[src/hw/rtl/pdds_pkg.sv]
package pdds_pkg;

  parameter int POS_WIDTH_DEF      = 24;
  parameter int GAIN_FRAC_BITS_DEF = 8;

  parameter int GAIN_W  = 16;
  parameter int TGT_W   = 21;
  parameter int TOL_W   = 16;
  parameter int ERR_W   = 26;
  parameter int SUM_W   = 40;
  parameter int DRIVE_W = 15;
  parameter int CFG_W   = 21;
  parameter int IDX_W   = 3;

  // move distance to encoder units: wheel circumference over 360 as 2359/65536
  parameter int DIST_SCALE_NUM   = 2359;
  parameter int DIST_SCALE_NUM_W = 13;
  parameter int DIST_SCALE_SHIFT = 16;
  parameter int TPROD_W          = TGT_W + DIST_SCALE_NUM_W;
  parameter int TGT_SCALED_W     = TPROD_W - DIST_SCALE_SHIFT;

  parameter int DRIVE_LIMIT = 12000;

  parameter int DERIV_W  = ERR_W + 1;
  parameter int SUM_LO_W = 20;
  parameter int PTERM_W  = GAIN_W + ERR_W;
  parameter int DTERM_W  = GAIN_W + DERIV_W;
  parameter int ILO_W    = GAIN_W + SUM_LO_W + 1;
  parameter int IHI_W    = GAIN_W + SUM_W - SUM_LO_W;
  parameter int ACC_W    = GAIN_W + SUM_W + 1;

  parameter int OUT_DATA_W = ((DRIVE_W + ERR_W + 7) / 8) * 8;

  typedef enum logic [IDX_W-1:0] {
    REG_GAIN_P      = 3'd0,
    REG_GAIN_I      = 3'd1,
    REG_GAIN_D      = 3'd2,
    REG_TARGET_DIST = 3'd3,
    REG_STOP_TOL    = 3'd4
  } cfg_reg_t;

  // registered partial products of the three gain terms
  typedef struct packed {
    logic signed [PTERM_W-1:0] p_term;
    logic signed [DTERM_W-1:0] d_term;
    logic signed [ILO_W-1:0]   i_lo;
    logic signed [IHI_W-1:0]   i_hi;
  } prod_t;

endpackage

[src/hw/rtl/pdds_drive_sum.sv]
module pdds_drive_sum #(
  parameter int GAIN_FRAC_BITS = pdds_pkg::GAIN_FRAC_BITS_DEF
) (
  input  pdds_pkg::prod_t                      prod,
  output logic signed [pdds_pkg::DRIVE_W-1:0] drive
);

  localparam int ACC_W = pdds_pkg::ACC_W;
  localparam logic signed [ACC_W-1:0] LIM_HI = ACC_W'(pdds_pkg::DRIVE_LIMIT);
  localparam logic signed [ACC_W-1:0] LIM_LO = -LIM_HI;

  logic signed [ACC_W-1:0] acc;
  logic signed [ACC_W-1:0] shifted;
  logic signed [ACC_W-1:0] clamped;

  always_comb begin
    // integral product rebuilt from its high and low halves
    acc = ACC_W'(prod.p_term) + ACC_W'(prod.d_term) + ACC_W'(prod.i_lo) +
          (ACC_W'(prod.i_hi) <<< pdds_pkg::SUM_LO_W);
    shifted = acc >>> GAIN_FRAC_BITS;
    if (shifted > LIM_HI) begin
      clamped = LIM_HI;
    end else if (shifted < LIM_LO) begin
      clamped = LIM_LO;
    end else begin
      clamped = shifted;
    end
    drive = clamped[pdds_pkg::DRIVE_W-1:0];
  end

endmodule

[config.mk]
export PLATFORM = sky130hd
export DESIGN_NAME = pdds_drive_sum
export DESIGN_NICKNAME = d
export VERILOG_FILES = /design/src/hw/rtl/pdds_pkg.sv /design/src/hw/rtl/pdds_drive_sum.sv
export SDC_FILE = /design/constraint.sdc
export NUM_CORES = 1
export LEC_CHECK = 0
export ABC_AREA = 1
export BUFFER_PORTS_ARGS = -buffer_cell sky130_fd_sc_hd__buf_2
export CAP_MARGIN = 20
export CORE_ASPECT_RATIO = 2
export CORE_UTILIZATION = 50
export DETAILED_ROUTE_END_ITERATION = 16
export PLACE_DENSITY = 0.85
export SYNTH_ARGS = -nofsm -noshare
export SYNTH_HDL_FRONTEND = slang
export SYNTH_SLANG_ARGS = --single-unit
export TNS_END_PERCENT = 50
[constraint.sdc]
create_clock -name vclk -period 8.8
set_input_delay 0.44 -clock vclk [all_inputs]
set_output_delay 0.44 -clock vclk [all_outputs]
set_load 0.005 [all_outputs]
==> reports/summary.txt <==
vias per std cell -> 5.09
cell count after synthesis -> 1675
most frequent cells in the layout -> nand2_1 (591), inv_1 (507), buf_2 (173)
num ports -> 173
Wirelength per Cell -> 16.5 µm
crit end category -> primary output
element type at the critical path start -> input port
crit path max-delay cell type -> nor4_1
leading area contributor after synthesis -> nand2_1
number of synthesis warnings -> 0
worst rel slew slack -> 42.1%
routability cong. -> 1.10
Final Hold Viols -> 0
grt ovf -> 0
register area share after synthesis -> 0%
antenna diode count -> 0
max_cap viols -> 0
Hold Path Depth -> 9
ranking of synthesized cells by area -> nand2_1 (25%), inv_1 (21%), fa_1 (20%)
# Post-CTS Setup Buffers -> 0
fraction of layout cells with a size suffix above 1 -> 12.5%
commonest non-fill, non-tap cell in the layout -> nand2_1
worst path arrival time -> 5.36 ns
gr usage total -> 37.3%
setup TNS -> 0 ns
Die W -> 96.8 µm
Synth top area share -> 24.7%
Final min period -> 5.80 ns
FFs & Latches -> 0
final WL -> 33900 µm
Pre-antenna DRT Iters -> 7
Rows -> 69
first-pass GRT wire length -> 53500 µm
WP data required -> 8.36 ns
Setup Viol. Count Final -> 0
DRC viols -> 0
outcome -> complete, no violations
Cell Pwr Density -> 208 nW/µm²
Die H -> 192 µm
Port Buffers -> 173
crit-path most repeated cell -> nand2_1
Slew Limit Fails -> 0
largest net degree at the start of global routing -> 14
die area -> 18600 µm²
Peak VDD IR -> 110 µV
post-cts sizing count -> 0
Design Power -> 2.11 mW
clkbuf count -> 0
DR vias -> 10500
Synthesized Nets -> 1996
CP Max Fanout -> 13
Post-Syn Area -> 8990 µm²
Worst Hold Class -> in -> out
CP delay by family, top -> simple AND/OR/NAND/NOR gates
Final nets -> 2170
critical path depth -> 21
# fillers -> 1886
initial antenna violation count -> 0
hold_buf cts -> 0
Initial DRC Count -> 485
number of distinct library cells after synthesis -> 31
CP Cell Sequence -> buf_2, inv_1, fa_1, fa_1, inv_1, ha_1, nand2_1, nor4_1, nand2_1, nor3_1, nand2_1, nand2_1, nand2_1, a21oi_1, nand3_1, nor2_1, nand2_1, nand2_2, nand2_1, nor2_1, buf_2
Avg Synthesized Cell Area -> 5.37 µm²
RSZ-0062 raised after global routing -> false
crit-path max cell delay -> 0.76 ns
Buf/Inv on CP -> 4
core area -> 17700 µm²
static leakage -> 6.76 nW
final worst path period share -> 65.9%
Sequential cell area -> 0 µm²
Synth-to-Final Area Change -> 12.5%
fmax -> 173 MHz
dpl hpwl -> 31200 µm
remaining antenna violation count after routing -> 0
Initial Util -> 50.8%
Slew @ Worst Pin -> 0.860 ns
number of global-route vias before repair -> 11000
critical path type -> in -> out
[synthesized netlist by cell type (2+ instances only)]
cell	number
nand2_1	591
inv_1	507
nor2_1	139
fa_1	91
nand3_1	84
ha_1	72
a21oi_1	59
nand4_1	20
nand3b_1	15
nand2_2	14
nor2_2	14
o21ai_0	12
inv_2	10
nand3_2	7
nor3_1	7
o21bai_1	6
nor3_2	5
nor2_4	4
xor2_1	3
and2_1	2
nor4_1	2
xor2_2	2
[metrics by stage]
step	util, %	setup slack [ns]	hold slack (ns)	cells	instance area, µm²
after floorplan	-	4.38	1.32	1675	8990
after global placement	57.2	3.14	1.81	2060	10100
after detailed placement	57.2	3.09	1.81	2060	10100
after CTS	57.2	3.07	1.81	2060	10100
after global routing	57.2	2.65	1.89	2060	10100
final	57.2	3.00	1.81	2060	10100
[power by group]
part | leakage [nW] | internal, mW | switching [mW] | total (mW)
logic | 6.76 | 0.637 | 1.47 | 2.11
registers | 0 | 0 | 0 | 0
clock network | 0 | 0 | 0 | 0
[worst min-delay path, cell delays in order]
cell	delay (ns)
buf_2	0.09
nand2_1	0.07
a21oi_1	0.12
nand2_1	0.10
nand3_2	0.11
xor2_2	0.20
nand2_1	0.08
nand2_1	0.04
buf_2	0.11
[layout make-up]
cell class         instances  area [µm²]  share of cell area (%)
multi-input cells       1157        7040                    69.6
inverters                517        1940                    19.2
repair buffers           173         866                    8.56
well taps                213         267                    2.63
[logic make-up (layout without fill, tap and decap cells)]
kind of cell | Yosys count | after routing | share of synthesized area (%)
AO/OA/AOI/OAI | 83 | 83 | 4.98
buffers and inverters | 518 | 690 | 21.7
AND/OR/NAND/NOR | 905 | 905 | 42.3
XOR/XNOR | 6 | 6 | 0.751
adder cells (fa/ha/maj) | 163 | 163 | 30.3
[worst paths after layout]
kind / from / end / slack (ns)
max: prod[72] / drive[1] / 3.00
min: prod[116] / drive[11] / 1.81
[per-layer routing]
metal / track usage, % / routed length (µm)
met5: 0 / 0
met4: 42.0 / 4580
met3: 3.31 / 1110
met2: 72.9 / 17800
met1: 29.9 / 10400
No activity file was read; power rests on OpenSTA's default activity.
