<file path="config.mk">
export PLATFORM = sky130hd
export DESIGN_NAME = pdds_err_calc
export DESIGN_NICKNAME = d
export VERILOG_FILES = /design/src/hw/rtl/pdds_pkg.sv /design/src/hw/rtl/pdds_err_calc.sv
export SDC_FILE = /design/constraint.sdc
export NUM_CORES = 1
export LEC_CHECK = 0
export CORE_MARGIN = 2
export CORE_UTILIZATION = 50
export DETAILED_ROUTE_END_ITERATION = 6
export DONT_BUFFER_PORTS = 1
export PLACE_DENSITY = 0.65
export SLEW_MARGIN = 20
export SYNTH_ARGS = -nofsm -noshare
export SYNTH_HDL_FRONTEND = slang
export SYNTH_SLANG_ARGS = --single-unit
</file>
<file path="constraint.sdc">
create_clock -name vclk -period 8.47
set_input_delay 1.694 -clock vclk [all_inputs]
set_output_delay 1.694 -clock vclk [all_outputs]
set_load 0.02 [all_outputs]
</file>
<file path="src/hw/rtl/pdds_pkg.sv">
package pdds_pkg;

  parameter int POS_WIDTH_DEF      = 24;
  parameter int GAIN_FRAC_BITS_DEF = 8;

  parameter int GAIN_W  = 16;
  parameter int TGT_W   = 21;
  parameter int TOL_W   = 16;
  parameter int ERR_W   = 26;
  parameter int SUM_W   = 40;
  parameter int DRIVE_W = 15;
  parameter int CFG_W   = 21;
  parameter int IDX_W   = 3;

  // move distance to encoder units: wheel circumference over 360 as 2359/65536
  parameter int DIST_SCALE_NUM   = 2359;
  parameter int DIST_SCALE_NUM_W = 13;
  parameter int DIST_SCALE_SHIFT = 16;
  parameter int TPROD_W          = TGT_W + DIST_SCALE_NUM_W;
  parameter int TGT_SCALED_W     = TPROD_W - DIST_SCALE_SHIFT;

  parameter int DRIVE_LIMIT = 12000;

  parameter int DERIV_W  = ERR_W + 1;
  parameter int SUM_LO_W = 20;
  parameter int PTERM_W  = GAIN_W + ERR_W;
  parameter int DTERM_W  = GAIN_W + DERIV_W;
  parameter int ILO_W    = GAIN_W + SUM_LO_W + 1;
  parameter int IHI_W    = GAIN_W + SUM_W - SUM_LO_W;
  parameter int ACC_W    = GAIN_W + SUM_W + 1;

  parameter int OUT_DATA_W = ((DRIVE_W + ERR_W + 7) / 8) * 8;

  typedef enum logic [IDX_W-1:0] {
    REG_GAIN_P      = 3'd0,
    REG_GAIN_I      = 3'd1,
    REG_GAIN_D      = 3'd2,
    REG_TARGET_DIST = 3'd3,
    REG_STOP_TOL    = 3'd4
  } cfg_reg_t;

  // registered partial products of the three gain terms
  typedef struct packed {
    logic signed [PTERM_W-1:0] p_term;
    logic signed [DTERM_W-1:0] d_term;
    logic signed [ILO_W-1:0]   i_lo;
    logic signed [IHI_W-1:0]   i_hi;
  } prod_t;

endpackage

</file>
<file path="src/hw/rtl/pdds_err_calc.sv">
module pdds_err_calc #(
  parameter int POS_WIDTH = pdds_pkg::POS_WIDTH_DEF
) (
  input  logic signed [POS_WIDTH-1:0]              pos_back_left,
  input  logic signed [POS_WIDTH-1:0]              pos_back_right,
  input  logic signed [POS_WIDTH-1:0]              pos_front_left,
  input  logic signed [POS_WIDTH-1:0]              pos_front_right,
  input  logic signed [pdds_pkg::TGT_SCALED_W-1:0] target,
  output logic signed [pdds_pkg::ERR_W-1:0]        err
);

  localparam int TOT_W  = POS_WIDTH + 2;
  localparam int DIFF_W = ((POS_WIDTH > pdds_pkg::TGT_SCALED_W) ?
                           POS_WIDTH : pdds_pkg::TGT_SCALED_W) + 1;
  localparam int CMP_W  = (DIFF_W > pdds_pkg::ERR_W) ? DIFF_W : pdds_pkg::ERR_W;
  localparam logic signed [CMP_W-1:0] ERR_MAX_X =
    {{(CMP_W - pdds_pkg::ERR_W + 1){1'b0}}, {(pdds_pkg::ERR_W - 1){1'b1}}};
  localparam logic signed [CMP_W-1:0] ERR_MIN_X =
    {{(CMP_W - pdds_pkg::ERR_W + 1){1'b1}}, {(pdds_pkg::ERR_W - 1){1'b0}}};

  logic signed [TOT_W-1:0]     total;
  logic signed [POS_WIDTH-1:0] position;
  logic signed [DIFF_W-1:0]    diff;
  logic signed [CMP_W-1:0]     diff_x;
  logic signed [CMP_W-1:0]     clamped;

  always_comb begin
    total = TOT_W'(pos_back_left) + TOT_W'(pos_back_right) +
            TOT_W'(pos_front_left) + TOT_W'(pos_front_right);
    // dropping two low bits of a signed sum is the floor of sum / 4
    position = total[TOT_W-1:2];
    diff     = DIFF_W'(target) - DIFF_W'(position);
    diff_x   = CMP_W'(diff);
    if (diff_x > ERR_MAX_X) begin
      clamped = ERR_MAX_X;
    end else if (diff_x < ERR_MIN_X) begin
      clamped = ERR_MIN_X;
    end else begin
      clamped = diff_x;
    end
    err = clamped[pdds_pkg::ERR_W-1:0];
  end

endmodule

</file>
==> summary.txt <==
Global route
  – First-pass GRT wire length: roughly 13 mm
  – GRT Total Usage: 18.1%
  – Initial antenna violation count: 0
  – Global route total overflow: 0
  – Via count of the first global-routing pass: ~3200
  – Largest net degree at the start of global routing: 9

Die
  – Num rows: 32
  – IO Pins: 140
  – Initial core utilization: about half
  – Core ar.: ~0.0076 mm²
  – Die Height: 92.5 µm
  – Die area: between 0.008 and 0.009 mm²
  – Die W: between 90 and 100 µm

Critical path
  – CP Cell Sequence: inv_1 -> fa_1 -> inv_1 -> fa_1 -> nand3b_1 -> fa_1 -> nand2b_1 -> a21oi_2 -> o41a_1 -> a211o_1 -> a221o_1 -> o311a_1 -> ha_1 -> a21oi_1 -> nor2_1 -> or4_1 -> a21oi_1 -> xnor2_1
  – WS Path Type: in -> out
  – Worst path slowest cell: fa_1
  – WP data required: a little under 7000 ps
  – WP data arrival: around 6500 ps
  – Top cell by count, worst path: fa_1
  – Critical path peak fanout: 7
  – Crit-path max cell delay: 530 ps
  – CP endpoint kind: output pin
  – Startpoint Class: input pin

Synthesis
  – Syn_area_per_cell: roughly 7.5 µm²
  – Post-Syn Area: just under 0.004 mm²
  – XOR/XNOR Fraction of Synth Area: under 10%
  – Syn Inst Count: about 520
  – Ys Warns: 0
  – Mux cell area share after synthesis: 0%
  – Synth unique cells: just over 50
  – Largest cells by area after synthesis: fa_1 26%, ha_1 15%, inv_1 13%
  – Largest family of logic cells by synthesized area: adder cells
  – Top-area cell type share of the netlist area: about a quarter
  – Synth Area in Adders: just over 40%
  – Largest area contributor in the netlist: fa_1
  – Syn nets: roughly 740
  – Register area share after synthesis: 0%
  – Synth Area in Simple Gates: around 14%
  – Compound-gate portion of the synthesized area: between 20 and 25%

Pwr
  – Peak VDD IR: between 0.15 and 0.2 mV
  – Leak: 2.17 nW
  – PD cells: between 400 and 500 mW/mm²
  – Tot Pwr: between 0.0015 and 0.002 W

Detailed routing
  – Number of remaining DRC errors: 0
  – Antenna-violating nets left: 0
  – TritonRoute pass-1 iters: 4
  – DR WL/cell: about 13 µm
  – Vias per cell: around 5.4
  – WL final: about 8.0 mm
  – Vias: 3367
  – Starting DRT DRC Count: about 180

Timing
  – Fmax: ~120 MHz
  – Rel. slew slack: about 60%
  – Min cycle time layout: approximately 8200 ps
  – Final worst-path cycle share: slightly below 100%
  – Unrepaired setup endpoints after global routing: false
  – Final TNS setup: 0 ps
  – Max Slew Vio Count: 0
  – Final Hold Fails: 0
  – Setup-failing EPs final: 0
  – Slew @ Worst Pin: between 500 and 600 ps

Clock tree
  – Post-CTS setup buffer count: 0

Status
  – Status: finished clean

Layout
  – CLK BUF: 0
  – Antenna fix cells: 0
  – Final #Nets: around 730
  – Register area: 0 µm²
  – Share of cells above drive strength 1: ~3%
  – FF+latch count: 0
  – Fillers: between 800 and 900
  – Area grow syn2layout: 3.45%
  – Area of the multi-input gates: between 0.003 and 0.004 mm²

Place
  – DPL Wire Length: 7.29 mm
  – Port bufs: 0
  – Routability cong.: approximately 0.85

Min path
  – Worst Hold Class: in -> out

Run
  – Max-Cap Viols: 0
==> per-stage QoR <==
step | instances | area (µm²) | setup WS [ps] | hold slack (ps) | util, %
2_1_floorplan | 524 | 3910 | 489 | 3630 | -
3_3_place_gp | 621 | 4040 | 252 | 3640 | 52.9
3_5_place_dp | 621 | 4040 | 187 | 3650 | 52.9
4_1_cts | 621 | 4040 | 159 | 3650 | 52.9
5_1_grt | 621 | 4050 | 0.341 | 3680 | 52.9
6_report | 621 | 4050 | 240 | 3650 | 52.9
==> worst max-delay path, delay by kind of cell <==
kind                     cells  cell delay (ps)
XOR/XNOR                     1              270
buffers and inverters        2               90
AND/OR/NAND/NOR              4              840
AO/OA/AOI/OAI                7             2050
adder cells (fa/ha/maj)      4             1620
==> cell families after synthesis <==
family          Yosys count
xor+xnor                 42
buf+inv                 147
simple gates            106
fa+ha+maj                97
compound gates          132
==> timing repair <==
item                       4_1_cts  5_1_grt
setup endpoints to repair        0        1
hold buffers                     0        0
resized for setup                0        2
==> layout make-up <==
| cell class | count | area share (%) |
|---|---|---|
| Tap cell | 102 | 3.15 |
| Multi-Input combinational cell | 377 | 83.1 |
| Timing Repair Buffer | 6 | 1.11 |
| Inverter | 136 | 12.6 |
==> cells in the final DEF (no fill, tap or decap), types with 3 or more instances in the layout <==
| cell | synthesis | layout |
|---|---|---|
| a21oi_1 | 42 | 42 |
| a21o_1 | 18 | 18 |
| nand2_1 | 23 | 23 |
| xor2_1 | 12 | 12 |
| nand3_1 | 6 | 6 |
| nor2b_1 | 5 | 5 |
| ha_1 | 47 | 47 |
| nand4_1 | 8 | 8 |
| xnor2_1 | 30 | 30 |
| o31ai_1 | 3 | 3 |
| fa_1 | 50 | 50 |
| nor3_1 | 6 | 6 |
| o21bai_1 | 6 | 6 |
| a211o_1 | 3 | 3 |
| a211oi_1 | 4 | 3 |
| o21ai_0 | 22 | 22 |
| o211ai_1 | 6 | 6 |
| and3_1 | 6 | 6 |
| nor2_1 | 28 | 28 |
| nand2b_1 | 12 | 12 |
| inv_1 | 136 | 136 |
| buf_4 | 0 | 6 |
| a31oi_1 | 4 | 4 |
| o21a_1 | 4 | 4 |
==> per-layer routing <==
metal	track usage, %	up-vias	wire length (µm)
li1	-	1700	-
met1	24.1	1556	3580
met2	33.5	109	3940
met3	1.87	2	494
met4	0.498	0	27
met5	0	-	0
==> Yosys cell counts (2+ instances only) <==
cell type / instances
clkbuf_1: 10
nand3_1: 6
xor2_1: 12
nor2_1: 28
nor2b_1: 5
and2_1: 2
o31ai_1: 3
inv_1: 136
a31oi_1: 4
o211ai_1: 6
xnor2_1: 30
nand2_1: 23
nand2b_1: 12
a21oi_1: 42
or2_2: 2
nor3_1: 6
a211o_1: 3
o21bai_1: 6
a21o_1: 18
o21a_1: 4
fa_1: 50
and3_1: 6
a211oi_1: 4
a311oi_1: 2
o21ai_0: 22
a2111oi_0: 2
a21o_2: 2
o2111ai_1: 2
nand4_1: 8
ha_1: 47
==> final timing paths <==
kind	from	to	slack, ps	depth (start not counted)
min	target[0]	err[0]	3650	3
max	pos_back_left[1]	err[23]	240	18
==> power breakdown <==
part           internal [W]  switching [W]  total (W)
Combinational      0.000679        0.00117    0.00185
Sequential                0              0          0
Clock                     0              0          0
Total              0.000679        0.00117    0.00185
(Power assumes the default switching activity.)
